==> config.mk <==
export PLATFORM = sky130hd
export DESIGN_NAME = driver_link_supervisor_fsm_core
export DESIGN_NICKNAME = d
export VERILOG_FILES = /design/src/rtl/dls_pkg.sv /design/src/rtl/driver_link_supervisor_fsm_core.sv /design/src/rtl/dls_pass.sv
export SDC_FILE = /design/constraint.sdc
export NUM_CORES = 1
export LEC_CHECK = 0
export BUFFER_PORTS_ARGS = -buffer_cell sky130_fd_sc_hd__buf_2
export CORE_MARGIN = 2
export CORE_UTILIZATION = 53
export DETAILED_ROUTE_END_ITERATION = 10
export PLACE_DENSITY = 0.73
export SKIP_CTS_REPAIR_TIMING = 1
export SLEW_MARGIN = 10
export SYNTH_ARGS = -nofsm -noshare
export SYNTH_HDL_FRONTEND = slang
export SYNTH_SLANG_ARGS = --single-unit
export TNS_END_PERCENT = 1
==> constraint.sdc <==
create_clock -name clock -period 4.3 [get_ports clock]
set_input_delay 0 -clock clock [delete_from_list [all_inputs] [get_ports clock]]
set_output_delay 0 -clock clock [all_outputs]
set_load 0.01 [all_outputs]
==> src/rtl/dls_pkg.sv <==
package dls_pkg;

   typedef enum logic [2:0] {
      MODE_OOS    = 3'd0,
      MODE_UNIDX  = 3'd1,
      MODE_IDLE   = 3'd2,
      MODE_RUN    = 3'd3,
      MODE_UNSAFE = 3'd4,
      MODE_BRAKE  = 3'd5
   } mode_type;

   typedef enum logic [1:0] {
      STATUS_OK   = 2'd0,
      STATUS_CRC  = 2'd1,
      STATUS_LOST = 2'd2
   } status_type;

   localparam logic [1:0] UPD_CLEAR = 2'd1;
   localparam logic [1:0] UPD_SET   = 2'd2;

   localparam logic CSR_ERROR_LIMIT   = 1'b0;
   localparam logic CSR_PING_INTERVAL = 1'b1;

   localparam logic [7:0]  ERROR_LIMIT_RESET   = 8'd3;
   localparam logic [31:0] PING_INTERVAL_RESET = 32'd1000;
   localparam logic [7:0]  ERROR_COUNT_MAX     = 8'd255;

   typedef struct packed {
      logic [31:0] now_time;
      logic        synch_ok;
      logic        write_error;
      logic        read_crc_error;
      logic        start_event;
      logic        stop_event;
      logic        ping_reply;
      logic [1:0]  index_update;
      logic [1:0]  safe_update;
      logic [1:0]  motor_update;
   } req_type;

   typedef struct packed {
      logic [2:0] mode_code;
      logic [1:0] pass_status;
      logic       ping_request;
      logic       index_query;
      logic       just_synched;
   } rsp_type;

   typedef struct packed {
      logic [7:0]  error_limit;
      logic [31:0] ping_interval;
   } cfg_type;

   typedef struct packed {
      mode_type    mode;
      logic        synced;
      logic        start_pending;
      logic        stop_pending;
      logic        indexed;
      logic        safe_level;
      logic        motor_is_off;
      logic [7:0]  link_errors;
      logic [31:0] ping_stamp;
      logic        ping_answered;
   } sup_state_type;

   localparam sup_state_type SUP_STATE_RESET = '{
      mode:          MODE_OOS,
      synced:        1'b0,
      start_pending: 1'b0,
      stop_pending:  1'b0,
      indexed:       1'b0,
      safe_level:    1'b1,
      motor_is_off:  1'b1,
      link_errors:   8'd0,
      ping_stamp:    32'd0,
      ping_answered: 1'b1
   };

   function automatic logic apply_update(input logic level, input logic [1:0] code);
      logic result;
      result = level;
      if (code == UPD_CLEAR) begin
         result = 1'b0;
      end else if (code == UPD_SET) begin
         result = 1'b1;
      end
      return result;
   endfunction

endpackage

==> src/rtl/driver_link_supervisor_fsm_core.sv <==
// Driver link supervisor. Each request beat is one pass of the supervisor
// loop: a timestamp, the link results of the pass and the received events.
// Each request beat yields exactly one response beat with the mode after
// the pass, the pass status and the ping, index query and sync pulses.
// A request beat is taken when req_valid is high and req_stall is low; a
// response beat is delivered when rsp_valid is high and rsp_stall is low.
// The request is registered, the pass is evaluated against the supervisor
// state, and the result lands in the response register, which drives
// rsp_valid. One beat per cycle is sustained while rsp_stall is low: the
// state register takes the update of each pass and the next pass reads it at
// once. When rsp_stall holds a result, the input register still takes one
// more beat, after which req_stall is raised until the response is taken.
// The csr channel is always ready; index 0 writes the error limit and
// index 1 the ping interval. Reset is synchronous and returns the state
// to out of sync with the limit at 3 and the interval at 1000 time units.
module driver_link_supervisor_fsm_core (
   input  logic             clock,
   input  logic             reset,
   input  logic             req_valid,
   output logic             req_stall,
   input  dls_pkg::req_type req_data,
   output logic             rsp_valid,
   input  logic             rsp_stall,
   output dls_pkg::rsp_type rsp_data,
   input  logic             csr_valid,
   output logic             csr_ready,
   input  logic             csr_index,
   input  logic [31:0]      csr_data
);
   import dls_pkg::*;

   cfg_type       cfg_ff;
   sup_state_type state_ff;
   sup_state_type state_in;
   req_type       beat_ff;
   logic          beat_valid_ff;
   rsp_type       rsp_ff;
   rsp_type       rsp_in;
   logic          rsp_valid_ff;
   logic          out_free;
   logic          advance;

   assign csr_ready = 1'b1;
   assign out_free  = !rsp_valid_ff || !rsp_stall;
   assign advance   = beat_valid_ff && out_free;
   assign req_stall = beat_valid_ff && !out_free;
   assign rsp_valid = rsp_valid_ff;
   assign rsp_data  = rsp_ff;

   dls_pass u_pass (
      .cfg       (cfg_ff),
      .cur_state (state_ff),
      .beat      (beat_ff),
      .nxt_state (state_in),
      .result    (rsp_in)
   );

   always_ff @(posedge clock) begin
      if (reset) begin
         cfg_ff.error_limit   <= ERROR_LIMIT_RESET;
         cfg_ff.ping_interval <= PING_INTERVAL_RESET;
      end else if (csr_valid && csr_ready) begin
         if (csr_index == CSR_ERROR_LIMIT) begin
            cfg_ff.error_limit <= csr_data[7:0];
         end else begin
            cfg_ff.ping_interval <= csr_data;
         end
      end
   end

   always_ff @(posedge clock) begin
      if (reset) begin
         state_ff      <= SUP_STATE_RESET;
         beat_valid_ff <= 1'b0;
         rsp_valid_ff  <= 1'b0;
      end else begin
         if (advance) begin
            state_ff <= state_in;
         end
         if (req_valid && !req_stall) begin
            beat_valid_ff <= 1'b1;
         end else if (advance) begin
            beat_valid_ff <= 1'b0;
         end
         if (advance) begin
            rsp_valid_ff <= 1'b1;
         end else if (!rsp_stall) begin
            rsp_valid_ff <= 1'b0;
         end
      end
   end

   always_ff @(posedge clock) begin
      if (req_valid && !req_stall) begin
         beat_ff <= req_data;
      end
      if (advance) begin
         rsp_ff <= rsp_in;
      end
   end

endmodule

==> src/rtl/dls_pass.sv <==
module dls_pass (
   input  dls_pkg::cfg_type       cfg,
   input  dls_pkg::sup_state_type cur_state,
   input  dls_pkg::req_type       beat,
   output dls_pkg::sup_state_type nxt_state,
   output dls_pkg::rsp_type       result
);
   import dls_pkg::*;

   sup_state_type st;
   mode_type      mode_nxt;
   status_type    status;
   logic [8:0]    err_sum;
   logic [31:0]   age;
   logic          ping_due;
   logic          lost;
   logic          ping_req;
   logic          idx_q;
   logic          just;

   assign age      = beat.now_time - cur_state.ping_stamp;
   assign ping_due = (cur_state.mode != MODE_OOS) && (age >= cfg.ping_interval);

   always_comb begin
      st      = cur_state;
      status  = STATUS_OK;
      err_sum = {1'b0, cur_state.link_errors};
      if (cur_state.synced) begin
         err_sum = {1'b0, cur_state.link_errors} + 9'(beat.write_error)
                   + 9'(beat.read_crc_error);
         if (err_sum > {1'b0, ERROR_COUNT_MAX}) begin
            st.link_errors = ERROR_COUNT_MAX;
         end else begin
            st.link_errors = err_sum[7:0];
         end
         if (beat.read_crc_error) begin
            status = STATUS_CRC;
         end else begin
            if (beat.start_event) begin
               st.start_pending = 1'b1;
            end
            if (beat.stop_event) begin
               st.stop_pending = 1'b1;
            end
            if (beat.ping_reply) begin
               st.ping_answered = 1'b1;
            end
            st.indexed      = apply_update(cur_state.indexed, beat.index_update);
            st.safe_level   = apply_update(cur_state.safe_level, beat.safe_update);
            st.motor_is_off = apply_update(cur_state.motor_is_off, beat.motor_update);
         end
      end
   end

   assign lost = (st.link_errors >= cfg.error_limit) || (ping_due && !st.ping_answered);

   always_comb begin
      nxt_state = st;
      mode_nxt  = st.mode;
      ping_req  = 1'b0;
      idx_q     = 1'b0;
      just      = 1'b0;
      if (ping_due) begin
         ping_req                = 1'b1;
         idx_q                   = (st.mode == MODE_UNIDX);
         nxt_state.ping_stamp    = beat.now_time;
         nxt_state.ping_answered = 1'b0;
      end
      case (st.mode)
         MODE_OOS: begin
            if (beat.synch_ok) begin
               nxt_state.synced        = 1'b1;
               nxt_state.ping_answered = 1'b1;
               nxt_state.ping_stamp    = beat.now_time;
            end
            nxt_state.stop_pending = 1'b0;
            if (st.synced || beat.synch_ok) begin
               just     = 1'b1;
               mode_nxt = MODE_UNIDX;
            end
         end
         MODE_UNIDX: begin
            if (st.stop_pending) begin
               nxt_state.stop_pending = 1'b0;
            end else if (st.indexed) begin
               mode_nxt = MODE_IDLE;
            end else if (st.start_pending) begin
               nxt_state.start_pending = 1'b0;
               mode_nxt                = MODE_RUN;
            end
         end
         MODE_IDLE: begin
            if (st.start_pending) begin
               nxt_state.start_pending = 1'b0;
               mode_nxt                = MODE_RUN;
            end
         end
         MODE_RUN: begin
            if (!st.safe_level) begin
               mode_nxt = MODE_UNSAFE;
            end else if (st.stop_pending) begin
               nxt_state.stop_pending = 1'b0;
               mode_nxt               = MODE_BRAKE;
            end
         end
         MODE_UNSAFE: begin
            if (st.safe_level) begin
               mode_nxt = st.indexed ? MODE_IDLE : MODE_UNIDX;
            end
         end
         MODE_BRAKE: begin
            if (st.motor_is_off) begin
               mode_nxt = st.indexed ? MODE_IDLE : MODE_UNIDX;
            end
         end
         default: begin
            mode_nxt = st.mode;
         end
      endcase
      nxt_state.mode = mode_nxt;

      result.mode_code    = mode_nxt;
      result.pass_status  = status;
      result.ping_request = ping_req;
      result.index_query  = idx_q;
      result.just_synched = just;

      if (lost) begin
         nxt_state           = SUP_STATE_RESET;
         result.mode_code    = MODE_OOS;
         result.pass_status  = STATUS_LOST;
         result.ping_request = 1'b0;
         result.index_query  = 1'b0;
         result.just_synched = 1'b0;
      end
   end

endmodule
==> results of run 1 <==
## worst max-delay path: stages (launching register included)
cell and delay, ns:
edfxtp_1 0.42, ha_1 0.28, nor2b_1 0.13, o31a_2 0.29, o22a_1 0.25, a311o_4 0.37, a22o_4 0.27, a21oi_4 0.13
o21bai_1 0.08, xnor2_1 0.15, ha_1 0.30, nand4_1 0.12, nor3_2 0.22, nand2_1 0.11, a21oi_2 0.21, a21oi_4 0.08
or3_4 0.40, and4_4 0.22, clkbuf_16 0.18, a22o_1 0.18
## registers in the layout, summed over array words and instances, names as in the netlist
signal,count
beat_valid_ff,1
beat_ff,44
rsp_data,8
state_ff,50
cfg_ff,40
rsp_valid,1
## routing by layer
layer  track usage (%)  wire length (um)  part of all wire [%]
met5                 0                 0                     0
met3             4.921              1113                   5.5
met2             36.19              9707                    48
met1             30.88              9151                    45
met4             7.190               264                   1.3
## cell usage after synthesis (all sizes together) (4+ instances only)
cell and instances:
o41ai 4, nand2 107, nor2 29, edfxtp 52
or2 4, and4 5, a211oi 5, nor3 9
dfxtp 92, nand3 7, inv 79, xor2 10
a22o 33, nor2b 8, and3 10, ha 72
a32o 8, a31oi 10, nand4 9, buf 9
a21o 23, xnor2 19, o211ai 4, o21ai 33
o31ai 4, clkbuf 20, a21oi 93, nand2b 15
nand3b 10, o21a 8
## worst max path at each step
| stage | slack [ns] | cells after the start | to | startpoint |
|---|---|---|---|---|
| after floorplan | -0.004 | 20 | state_ff[2]$_SDFFE_PP0P_ | beat_ff[13]$_DFFE_PP_ |
| after global placement | -0.25 | 19 | state_ff[39]$_SDFFE_PP0P_ | beat_ff[13]$_DFFE_PP_ |
| after detailed placement | -0.30 | 19 | state_ff[36]$_SDFFE_PP0P_ | beat_ff[13]$_DFFE_PP_ |
| after CTS | -0.34 | 23 | state_ff[44]$_SDFFE_PP0P_ | beat_ff[12]$_DFFE_PP_ |
| after global routing | -0.44 | 23 | state_ff[22]$_SDFFE_PP0P_ | beat_ff[12]$_DFFE_PP_ |
| final | -0.23 | 19 | state_ff[29]$_SDFFE_PP0P_ | beat_ff[13]$_DFFE_PP_ |
## power breakdown
part	leakage [nW]	switching (mW)	internal [mW]
sequential	1.26	0.0401	1.48
clock	0.293	0.610	0.923
combinational	2.84	0.422	0.417
total	4.39	1.07	2.82
## kinds of logic (layout without fill, tap and decap cells)
kind of cell               after synthesis  count (layout)
AOI/OAI and AO/OA                      250             250
and+or+nand+nor                        220             220
DFF                                    144             144
buffers and inverters                  109             349
adders and majority gates               74              74
xor gates and xnor gates                29              29
other                                    1               1
muxes                                    1               1
## layout by cell type (no fill, tap or decap), types with 4 or more instances in the layout
| master | n |
|---|---|
| and4_1 | 4 |
| ha_1 | 70 |
| inv_1 | 78 |
| nor2_1 | 28 |
| nor2b_1 | 7 |
| o211ai_1 | 4 |
| dlygate4sd3_1 | 78 |
| o21ai_0 | 25 |
| nor3_1 | 8 |
| buf_2 | 91 |
| o21ai_1 | 7 |
| xor2_1 | 10 |
| a21oi_2 | 5 |
| nand2b_1 | 15 |
| a21o_1 | 20 |
| nand4_1 | 9 |
| nand3_1 | 7 |
| xnor2_1 | 19 |
| nand2_1 | 106 |
| inv_6 | 5 |
| clkbuf_16 | 20 |
| a31oi_1 | 6 |
| dfxtp_1 | 91 |
| and3_1 | 10 |
| a22o_1 | 32 |
| nand3b_1 | 10 |
| a32o_1 | 8 |
| a21oi_1 | 85 |
| edfxtp_1 | 52 |
| buf_4 | 58 |
| o21a_1 | 8 |
| or2_2 | 4 |
## layout make-up
| type | instances | area, um2 |
|---|---|---|
| inverters | 80 | 307.8 |
| repair buffers | 237 | 1856 |
| fillers | 1012 | 3946 |
| multi-input cells | 575 | 4129 |
| clock buffers | 19 | 432.9 |
| flip-flops and latches | 144 | 3405 |
| clock inverters | 13 | 172.7 |
| well taps | 184 | 230.2 |
## stage by stage
stage | cell area, um2 | util, % | power (mW) | TNS [ns] | setup slack, ns
global route | 10530 | 72.74 | 4.069 | -20.71 | -0.4400
detailed placement | 8855 | 61.16 | 2.245 | -13.19 | -0.3050
CTS | 9460 | 65.34 | 3.766 | -14.76 | -0.3418
global placement | 8855 | 61.16 | 2.237 | -10.19 | -0.2503
floorplan | 7829 | - | 2.007 | -0.1334 | -0.004459
finish | 10530 | 72.74 | 3.894 | -8.621 | -0.2265
==> results.yml, run 1 <==
cts:
  cts_htree_levels: 4
  clk_latency_ns: 0.44
  cts_buffers: 17
  clock_path_buffers: 2
  path_clk_slew_ns: 0.06
  cts_tree: "built"
  clock-sinks: 144
  clockRootBuffer: "clkbuf_16"
logic_synthesis:
  synthTopCellsByArea: "dfxtp_1, edfxtp_1, ha_1"
  synth_fa_ha_area_share_pct: 12.05
  synth_top_family_by_area: "compound AO/OA/AOI/OAI gates"
  synth-xor-area-share_pct: 3.253
  syn-cell-area_um2: 7807
  yosysWarnings: 0
  synth_top_cell_area_share_pct: 23.59
  ys_seq_area_share_pct: 43.59
  muxShareOfSynthArea_pct: 0.1442
  avgSynthCellArea_um2: 9.429
  yosysTopAreaCell: "dfxtp_1"
  ys.flop_type: "dfxtp_1"
  async_flop_share_pct: 0
  synth_compound_area_share_pct: 22.05
  synth_cell_types: 65
  syn_inst: 828
  syn-num-nets: 984
  ys_ff_latch: 144
  synth_edf_count: 52
  synth-simple-area-share_pct: 13.38
finish:
  antenna_cells: 0
  drive_gt1_share_pct: 22.10
  nNetsFinal: 1211
  stdcell_count: 1252
  area_growth_pct: 34.90
global_routing:
  grt_pass1_vias: 6073
  antenna_found_initial: 0
  grt_start_max_net_pins: 53
  gr-total-overflow: 0
  grt_pass1_wl_um: 28790
  grtUsageTotal_pct: 22.65
sta:
  fin_crit_sh_pct: 105.3
  hold_ws_ns: 0.04208
  skew_ns: 0.01352
  finalHoldViolCount: 0
  rsz0062_at_grt: "yes"
  max_slew.worst_pin.slew_ns: 1.011
  setup_viol: 50
  min_period_ns: 4.527
  layout_setup_ws_ns: -0.2265
  drv_slew: 0
  timing.fmax_mhz: 220.9
  relSlewSlack_pct: 32.61
detailed_routing:
  ant_nets: 0
  firstDrtPassIters: 6
  routedWlPerCell_um: 16.16
  drt-vias-per-instance: 5.486
  drt_wl_total_um: 20240
  drt_iter0_drc: 537
  drc_errors: 0
  vias: 6869
floorplanning:
  io-pin-count: 93
  core_um2: 14480
  die_area_um2: 15720
  num_rows: 44
  die_h_um: 125.4
  start_util_pct: 53.92
  die_x_um: 125.4
placed_design:
  dp_cells: 1130
  gp_congestion: 0.8917
  dp_hpwl_um: 12480
  port-buffer-count: 91
pwr:
  p_leak_nw: 4.391
  pwr_density_cell_nw_per_um2: 369.7
  peakVddDrop_uv: 364.3
status:
  status: "finished, violations left"
  failed_checks: "setup timing"
worst_setup_path:
  crit_path_start_kind: "register"
  r2r-end: "state_ff[29]$_SDFFE_PP0P_"
  critPathArrivalTime_ns: 4.84
  required_ns: 4.62
  worst-r2r-setup-slack_ns: -0.23
  worst_r2r_path_depth: 19
  endpoint_kind: "register"
  worstPathMaxFanout: 8
  timing.rr.start: "beat_ff[13]$_DFFE_PP_"
  crit_type: "reg -> reg"
worst_hold_path:
  hold_end: "cfg_ff[37]$_SDFFE_PP0P_"
  hp-start: "csr_index"
  hold_path.class: "in -> reg"
  holdPathStages: 4
job:
  maxCapViolations: 0
Power figures use the tool's default switching activity.
==> run 2: changes to the inputs <==
- CORE_ASPECT_RATIO: default -> 1.4
- clock period: 4.3 -> 3.9 ns (I/O delays scaled with it)
==> run 2 against run 1 <==
Compared with the run above:
- the run ends with hold timing, setup timing left
- routed wire length up 1.1%
- non-clock buffer count up 20
- combinational power up 12%
- clock power about the same
- sequential power increased by 11%
- critical path depth up 1
- clock skew is 0.0024 ns lower
- largest cell class unchanged
==> results.yml, run 2 (synthesis gave the netlist of run 1 again) <==
pwr:
  internal-power_mw: 2.937
  pwr_density_cell_nw_per_um2: 392.1
  p_seq_share_pct: 40.4
  p_comb_share_pct: 22.7
  p_leak_nw: 4.462
  peakVddDrop_uv: 312.4
  clockPowerShare_pct: 36.9
  switching_power_mw: 1.214
  netSwitchingFraction_pct: 29.25
  power_mw: 4.151
worst_setup_path:
  crit_top_cell: "ha_1"
  crit_path_top_delay_cell: "a311o_4"
  max_stage_delay_ns: 0.46
  required_ns: 4.22
  critical-path-top-delay-family: "compound AO/OA/AOI/OAI gates"
  r2r-end: "state_ff[34]$_SDFFE_PP0P_"
  endpoint_kind: "register"
  cp_num_buf_inv: 2
  critPathArrivalTime_ns: 4.88
  crit_type: "reg -> reg"
  worst_r2r_path_depth: 20
  worstPathMaxFanout: 7
  timing.rr.start: "state_ff[2]$_SDFFE_PP0P_"
  crit_path_start_kind: "register"
  path_cells: "inv_1, ha_1, nor2b_1, o31a_2, o22a_1, a311o_4, a22o_4, o21a_1, nor2_2, xnor2_1, ha_1, nand4_1, nor3_2, nand2_1, a21oi_4, a21oi_2, or3_4, and2_4, buf_4, a32o_1"
  worst-r2r-setup-slack_ns: -0.66
detailed_routing:
  firstDrtPassIters: 4
  ant_nets: 0
  routedWlPerCell_um: 16.02
  drc_errors: 0
  drt_wl_total_um: 20460
  drt_iter0_drc: 310
  drt-vias-per-instance: 5.403
  vias: 6900
sta:
  timing.fmax_mhz: 219.4
  setup_viol: 57
  fin_crit_sh_pct: 116.9
  skew_ns: 0.01113
  max_slew.worst_pin.slew_ns: 1.048
  rsz0062_at_grt: "yes"
  layout_setup_ws_ns: -0.6572
  drv_slew: 0
  hold_ws_ns: -0.004239
  min_period_ns: 4.557
  finalHoldViolCount: 3
  relSlewSlack_pct: 29.58
status:
  status: "finished, violations left"
  failed_checks: "hold timing, setup timing"
global_routing:
  grtUsageTotal_pct: 24.01
  grt_pass1_wl_um: 30050
  gr-total-overflow: 0
  antenna_found_initial: 0
  grt_start_max_net_pins: 53
  grt_pass1_vias: 6466
cts:
  clk_latency_ns: 0.43
  cts_htree_levels: 4
  clock-sinks: 144
  path_clk_slew_ns: 0.07
  cts_buffers: 17
  clock_path_buffers: 2
  clockRootBuffer: "clkbuf_16"
  cts_tree: "built"
placed_design:
  port-buffer-count: 91
  place_ws_ns: -0.6491
  dp_cells: 1158
  dp_hpwl_um: 13480
  gp_congestion: 0.9360
floorplanning:
  core_um2: 14440
  start_util_pct: 54.05
  io-pin-count: 93
  die_x_um: 106.6
  num_rows: 52
  die_area_um2: 15730
  die_h_um: 147.6
finish:
  nNetsFinal: 1231
  fillers: 1083
  drive_gt1_share_pct: 23.35
  max_flop_register: "state_ff"
  mostFrequentLayoutCells: "nand2_1, dfxtp_1, buf_2"
  largest_reg_flops: 50
  antenna_cells: 0
  final_common_cell: "nand2_1"
  area_growth_pct: 35.59
  stdcell_count: 1277
  final_core_util_pct: 73.29
  top_regs: "state_ff: 50 flops, beat_ff: 44 flops, cfg_ff: 40 flops"
worst_hold_path:
  hold_end: "cfg_ff[34]$_SDFFE_PP0P_"
  hold_path.class: "in -> reg"
  hp-start: "csr_index"
  holdPathStages: 4
job:
  maxCapViolations: 0
run 2: cell count changes in the layout (fill, tap and decap cells not counted), sizes merged:
cell	change
clkinv	+2
bufinv	-3
clkbuf	-3
buf	+21
inv	+3
run 2: worst max-delay path by stage:
stage	start	cells past startpoint	end
2_1_floorplan	beat_ff[13]$_DFFE_PP_	20	state_ff[2]$_SDFFE_PP0P_
3_3_place_gp	state_ff[2]$_SDFFE_PP0P_	20	state_ff[35]$_SDFFE_PP0P_
3_5_place_dp	state_ff[2]$_SDFFE_PP0P_	20	state_ff[28]$_SDFFE_PP0P_
4_1_cts	state_ff[2]$_SDFFE_PP0P_	20	state_ff[28]$_SDFFE_PP0P_
5_1_grt	beat_ff[23]$_DFFE_PP_	20	state_ff[39]$_SDFFE_PP0P_
6_report	state_ff[2]$_SDFFE_PP0P_	20	state_ff[34]$_SDFFE_PP0P_
run 2: power by group through the flow:
stage,clock (mW),sequential [mW],combinational [mW]
finish,1.53,1.68,0.943
global route,1.60,1.69,1.04
CTS,1.54,1.68,0.806
detailed placement,0,1.71,0.797
global placement,0,1.71,0.782
floorplan,0,1.70,0.519
run 2: per-layer routing:
layer | vias to the layer above | GRT usage (%) | routed length, um
li1 | 3457 | - | -
met1 | 3246 | 28.49 | 8486
met2 | 172 | 42.71 | 10720
met3 | 25 | 4.321 | 856
met4 | 0 | 9.416 | 401
met5 | - | 0 | 0
run 2: layout make-up:
type | count | area, um2 | area share (%)
inverter | 80 | 302.8 | 2.860
sequential | 144 | 3405 | 32.16
timing repair buffer | 257 | 1971 | 18.61
tap | 189 | 236.5 | 2.234
multi-input combinational | 575 | 4120 | 38.92
clock inverter | 15 | 126.4 | 1.194
clock buffer | 17 | 425.4 | 4.018
run 2: metrics by stage:
step / TNS (ns) / area [um2]
floorplan: -18.68 / 7861
global placement: -27.97 / 9009
detailed placement: -32.20 / 9009
CTS: -33.47 / 9560
global route: -44.37 / 10590
finish: -32.85 / 10590
run 2: worst reg2reg max path: stages (launching register included):
cell and delay, ns:
dfxtp_2 0.33, inv_1 0.06, ha_1 0.28, nor2b_1 0.14
o31a_2 0.31, o22a_1 0.25, a311o_4 0.46, a22o_4 0.26
o21a_1 0.18, nor2_2 0.09, xnor2_1 0.09, ha_1 0.31
nand4_1 0.13, nor3_2 0.23, nand2_1 0.12, a21oi_4 0.17
a21oi_2 0.08, or3_4 0.39, and2_4 0.16, buf_4 0.16
a32o_1 0.24
==> run 3: changes to the inputs <==
- GPL_TIMING_DRIVEN: default -> 0
- PLACE_DENSITY: 0.73 -> default
- PLACE_DENSITY_LB_ADDON: default -> 0.1
==> run 3 against run 2 <==
Compared with the run above:
- the flow finishes with violations (setup timing)
- critical path type unchanged
- clock-buffer cell count increased by 1
- routed wire length increased by 1.2%
- critical path depth unchanged
- register-to-register slack got worse by 0.22 ns
- first-iteration DRC count increased by 11%
- final cell count decreased by 3.8%
- non-clock buffer count decreased by 48
- global-route usage increased by 1.7 points
- worst setup slack got worse by 0.22 ns
- maximum frequency decreased by 4.6%
==> results.yml, run 3 (synthesis gave the netlist of run 1 again) <==
status:
  status: "finished, violations left"
  failed_checks: "setup timing"
cts:
  clock_path_buffers: 2
  cts_tree: "built"
  clk_latency_ns: 0.43
  clockRootBuffer: "clkbuf_16"
  clock-sinks: 144
  cts_htree_levels: 4
  path_clk_slew_ns: 0.07
  cts_buffers: 17
floorplanning:
  io-pin-count: 93
  die_area_um2: 15730
  start_util_pct: 54.05
  die_h_um: 147.6
  core_um2: 14440
  num_rows: 52
  die_x_um: 106.6
finish:
  top_regs: "state_ff: 50 flops, beat_ff: 44 flops, cfg_ff: 40 flops"
  design_area_um2: 10330
  final_core_util_pct: 71.54
  largest_reg_flops: 50
  final_common_cell: "nand2_1"
  nNetsFinal: 1183
  seq_area_um2: 3405
  stdcell_count: 1229
  multi_input_area_um2: 4180
  antenna_cells: 0
  area_growth_pct: 32.34
  fillers: 1085
  mostFrequentLayoutCells: "nand2_1, buf_2, dfxtp_1"
  drive_gt1_share_pct: 18.65
  max_flop_register: "state_ff"
detailed_routing:
  met1_length_um: 7394
  route.met2.wl_um: 11620
  vias: 6939
  routedWlPerCell_um: 16.85
  drt_iter0_drc: 345
  wl_met3_um: 698
  highest_layer: "met4"
  drc_errors: 0
  firstDrtPassIters: 5
  drt-vias-per-instance: 5.646
  drt_wl_total_um: 20710
  ant_nets: 0
worst_setup_path:
  timing.rr.start: "beat_ff[13]$_DFFE_PP_"
  endpoint_kind: "register"
  crit_type: "reg -> reg"
  worstPathMaxFanout: 10
  worst-r2r-setup-slack_ns: -0.87
  r2r-end: "state_ff[30]$_SDFFE_PP0P_"
  critPathArrivalTime_ns: 5.09
  worst_r2r_path_depth: 20
  crit_path_start_kind: "register"
  required_ns: 4.21
placed_design:
  dp_hpwl_um: 14900
  dp_cells: 1108
  post_dp_cell_area_um2: 8583
  gp_congestion: 0.8991
  place_ws_ns: -1.105
  port-buffer-count: 90
global_routing:
  gr-total-overflow: 0
  grtUsageTotal_pct: 25.68
  grt_pass1_vias: 6890
  grt_start_max_net_pins: 27
  antenna_found_initial: 0
  grt_pass1_wl_um: 31890
worst_hold_path:
  hold_path.class: "in -> reg"
  hold_end: "cfg_ff[1]$_SDFFE_PP0P_"
  holdPathStages: 4
  hp-start: "csr_valid"
sta:
  drv_slew: 0
  fin_crit_sh_pct: 122.4
  relSlewSlack_pct: 41.69
  min_period_ns: 4.775
  skew_ns: 0.01161
  finalHoldViolCount: 0
  hold_ws_ns: 0.01031
  rsz0062_at_grt: "yes"
  timing.fmax_mhz: 209.4
  max_slew.worst_pin.slew_ns: 0.8680
  setup_viol: 57
  layout_setup_ws_ns: -0.8746
pwr:
  p_leak_nw: 4.220
  peakVddDrop_uv: 294.0
  pwr_density_cell_nw_per_um2: 426.4
job:
  maxCapViolations: 0
-- run 3: power by group --
part	internal, mW	total [mW]	switching, mW	leakage [nW]
Clock	1.16	1.82	0.657	0.316
Sequential	1.63	1.68	0.0409	1.26
Combinational	0.425	0.911	0.486	2.65
-- run 3: worst max-delay path, cell delays in order (launching register included) --
cell	delay [ns]
edfxtp_1	0.42
ha_1	0.33
nor2b_4	0.13
o31a_2	0.33
o22a_4	0.26
a311o_4	0.46
a22o_4	0.27
o21a_1	0.19
nor2_2	0.09
xnor2_1	0.09
ha_1	0.33
buf_4	0.12
nand4_1	0.10
nor3_2	0.15
nand2_1	0.13
a21oi_4	0.21
a21oi_4	0.08
or3_4	0.39
and4_4	0.21
buf_8	0.15
a22o_1	0.19
-- run 3: how the worst max path moves through the flow --
stage	from	slack, ns	cells past startpoint	to
after floorplan	beat_ff[13]$_DFFE_PP_	-0.40	20	state_ff[2]$_SDFFE_PP0P_
after global placement	beat_ff[12]$_DFFE_PP_	-1.01	22	state_ff[17]$_SDFFE_PP0P_
after detailed placement	beat_ff[12]$_DFFE_PP_	-1.10	22	state_ff[18]$_SDFFE_PP0P_
after CTS	beat_ff[12]$_DFFE_PP_	-1.14	22	state_ff[6]$_SDFFE_PP0P_
after global routing	beat_ff[12]$_DFFE_PP_	-1.05	21	state_ff[28]$_SDFFE_PP0P_
final	beat_ff[13]$_DFFE_PP_	-0.87	20	state_ff[30]$_SDFFE_PP0P_
-- run 3: final cells by class --
| class | count | area share [%] |
|---|---|---|
| Tap cell | 189 | 2.289 |
| Sequential cell | 144 | 32.95 |
| Clock inverter | 14 | 2.204 |
| Clock buffer | 18 | 4.250 |
| Buffer | 27 | 1.574 |
| Multi-Input combinational cell | 575 | 40.46 |
| Inverter | 80 | 3.027 |
| Timing Repair Buffer | 182 | 13.25 |
-- run 3: per-stage QoR --
stage / power [mW] / setup TNS, ns
6_report: 4.406 / -46.01
5_1_grt: 4.586 / -55.73
4_1_cts: 4.260 / -57.67
3_5_place_dp: 2.445 / -55.76
3_3_place_gp: 2.406 / -51.01
2_1_floorplan: 2.216 / -18.68
-- run 3: per-layer routing --
| metal | GRT usage, % | up-vias |
|---|---|---|
| met3 | 5.159 | 68 |
| met1 | 25.12 | 3306 |
| met4 | 14.09 | 0 |
| met2 | 49.33 | 186 |
| li1 | - | 3379 |
| met5 | 0 | - |
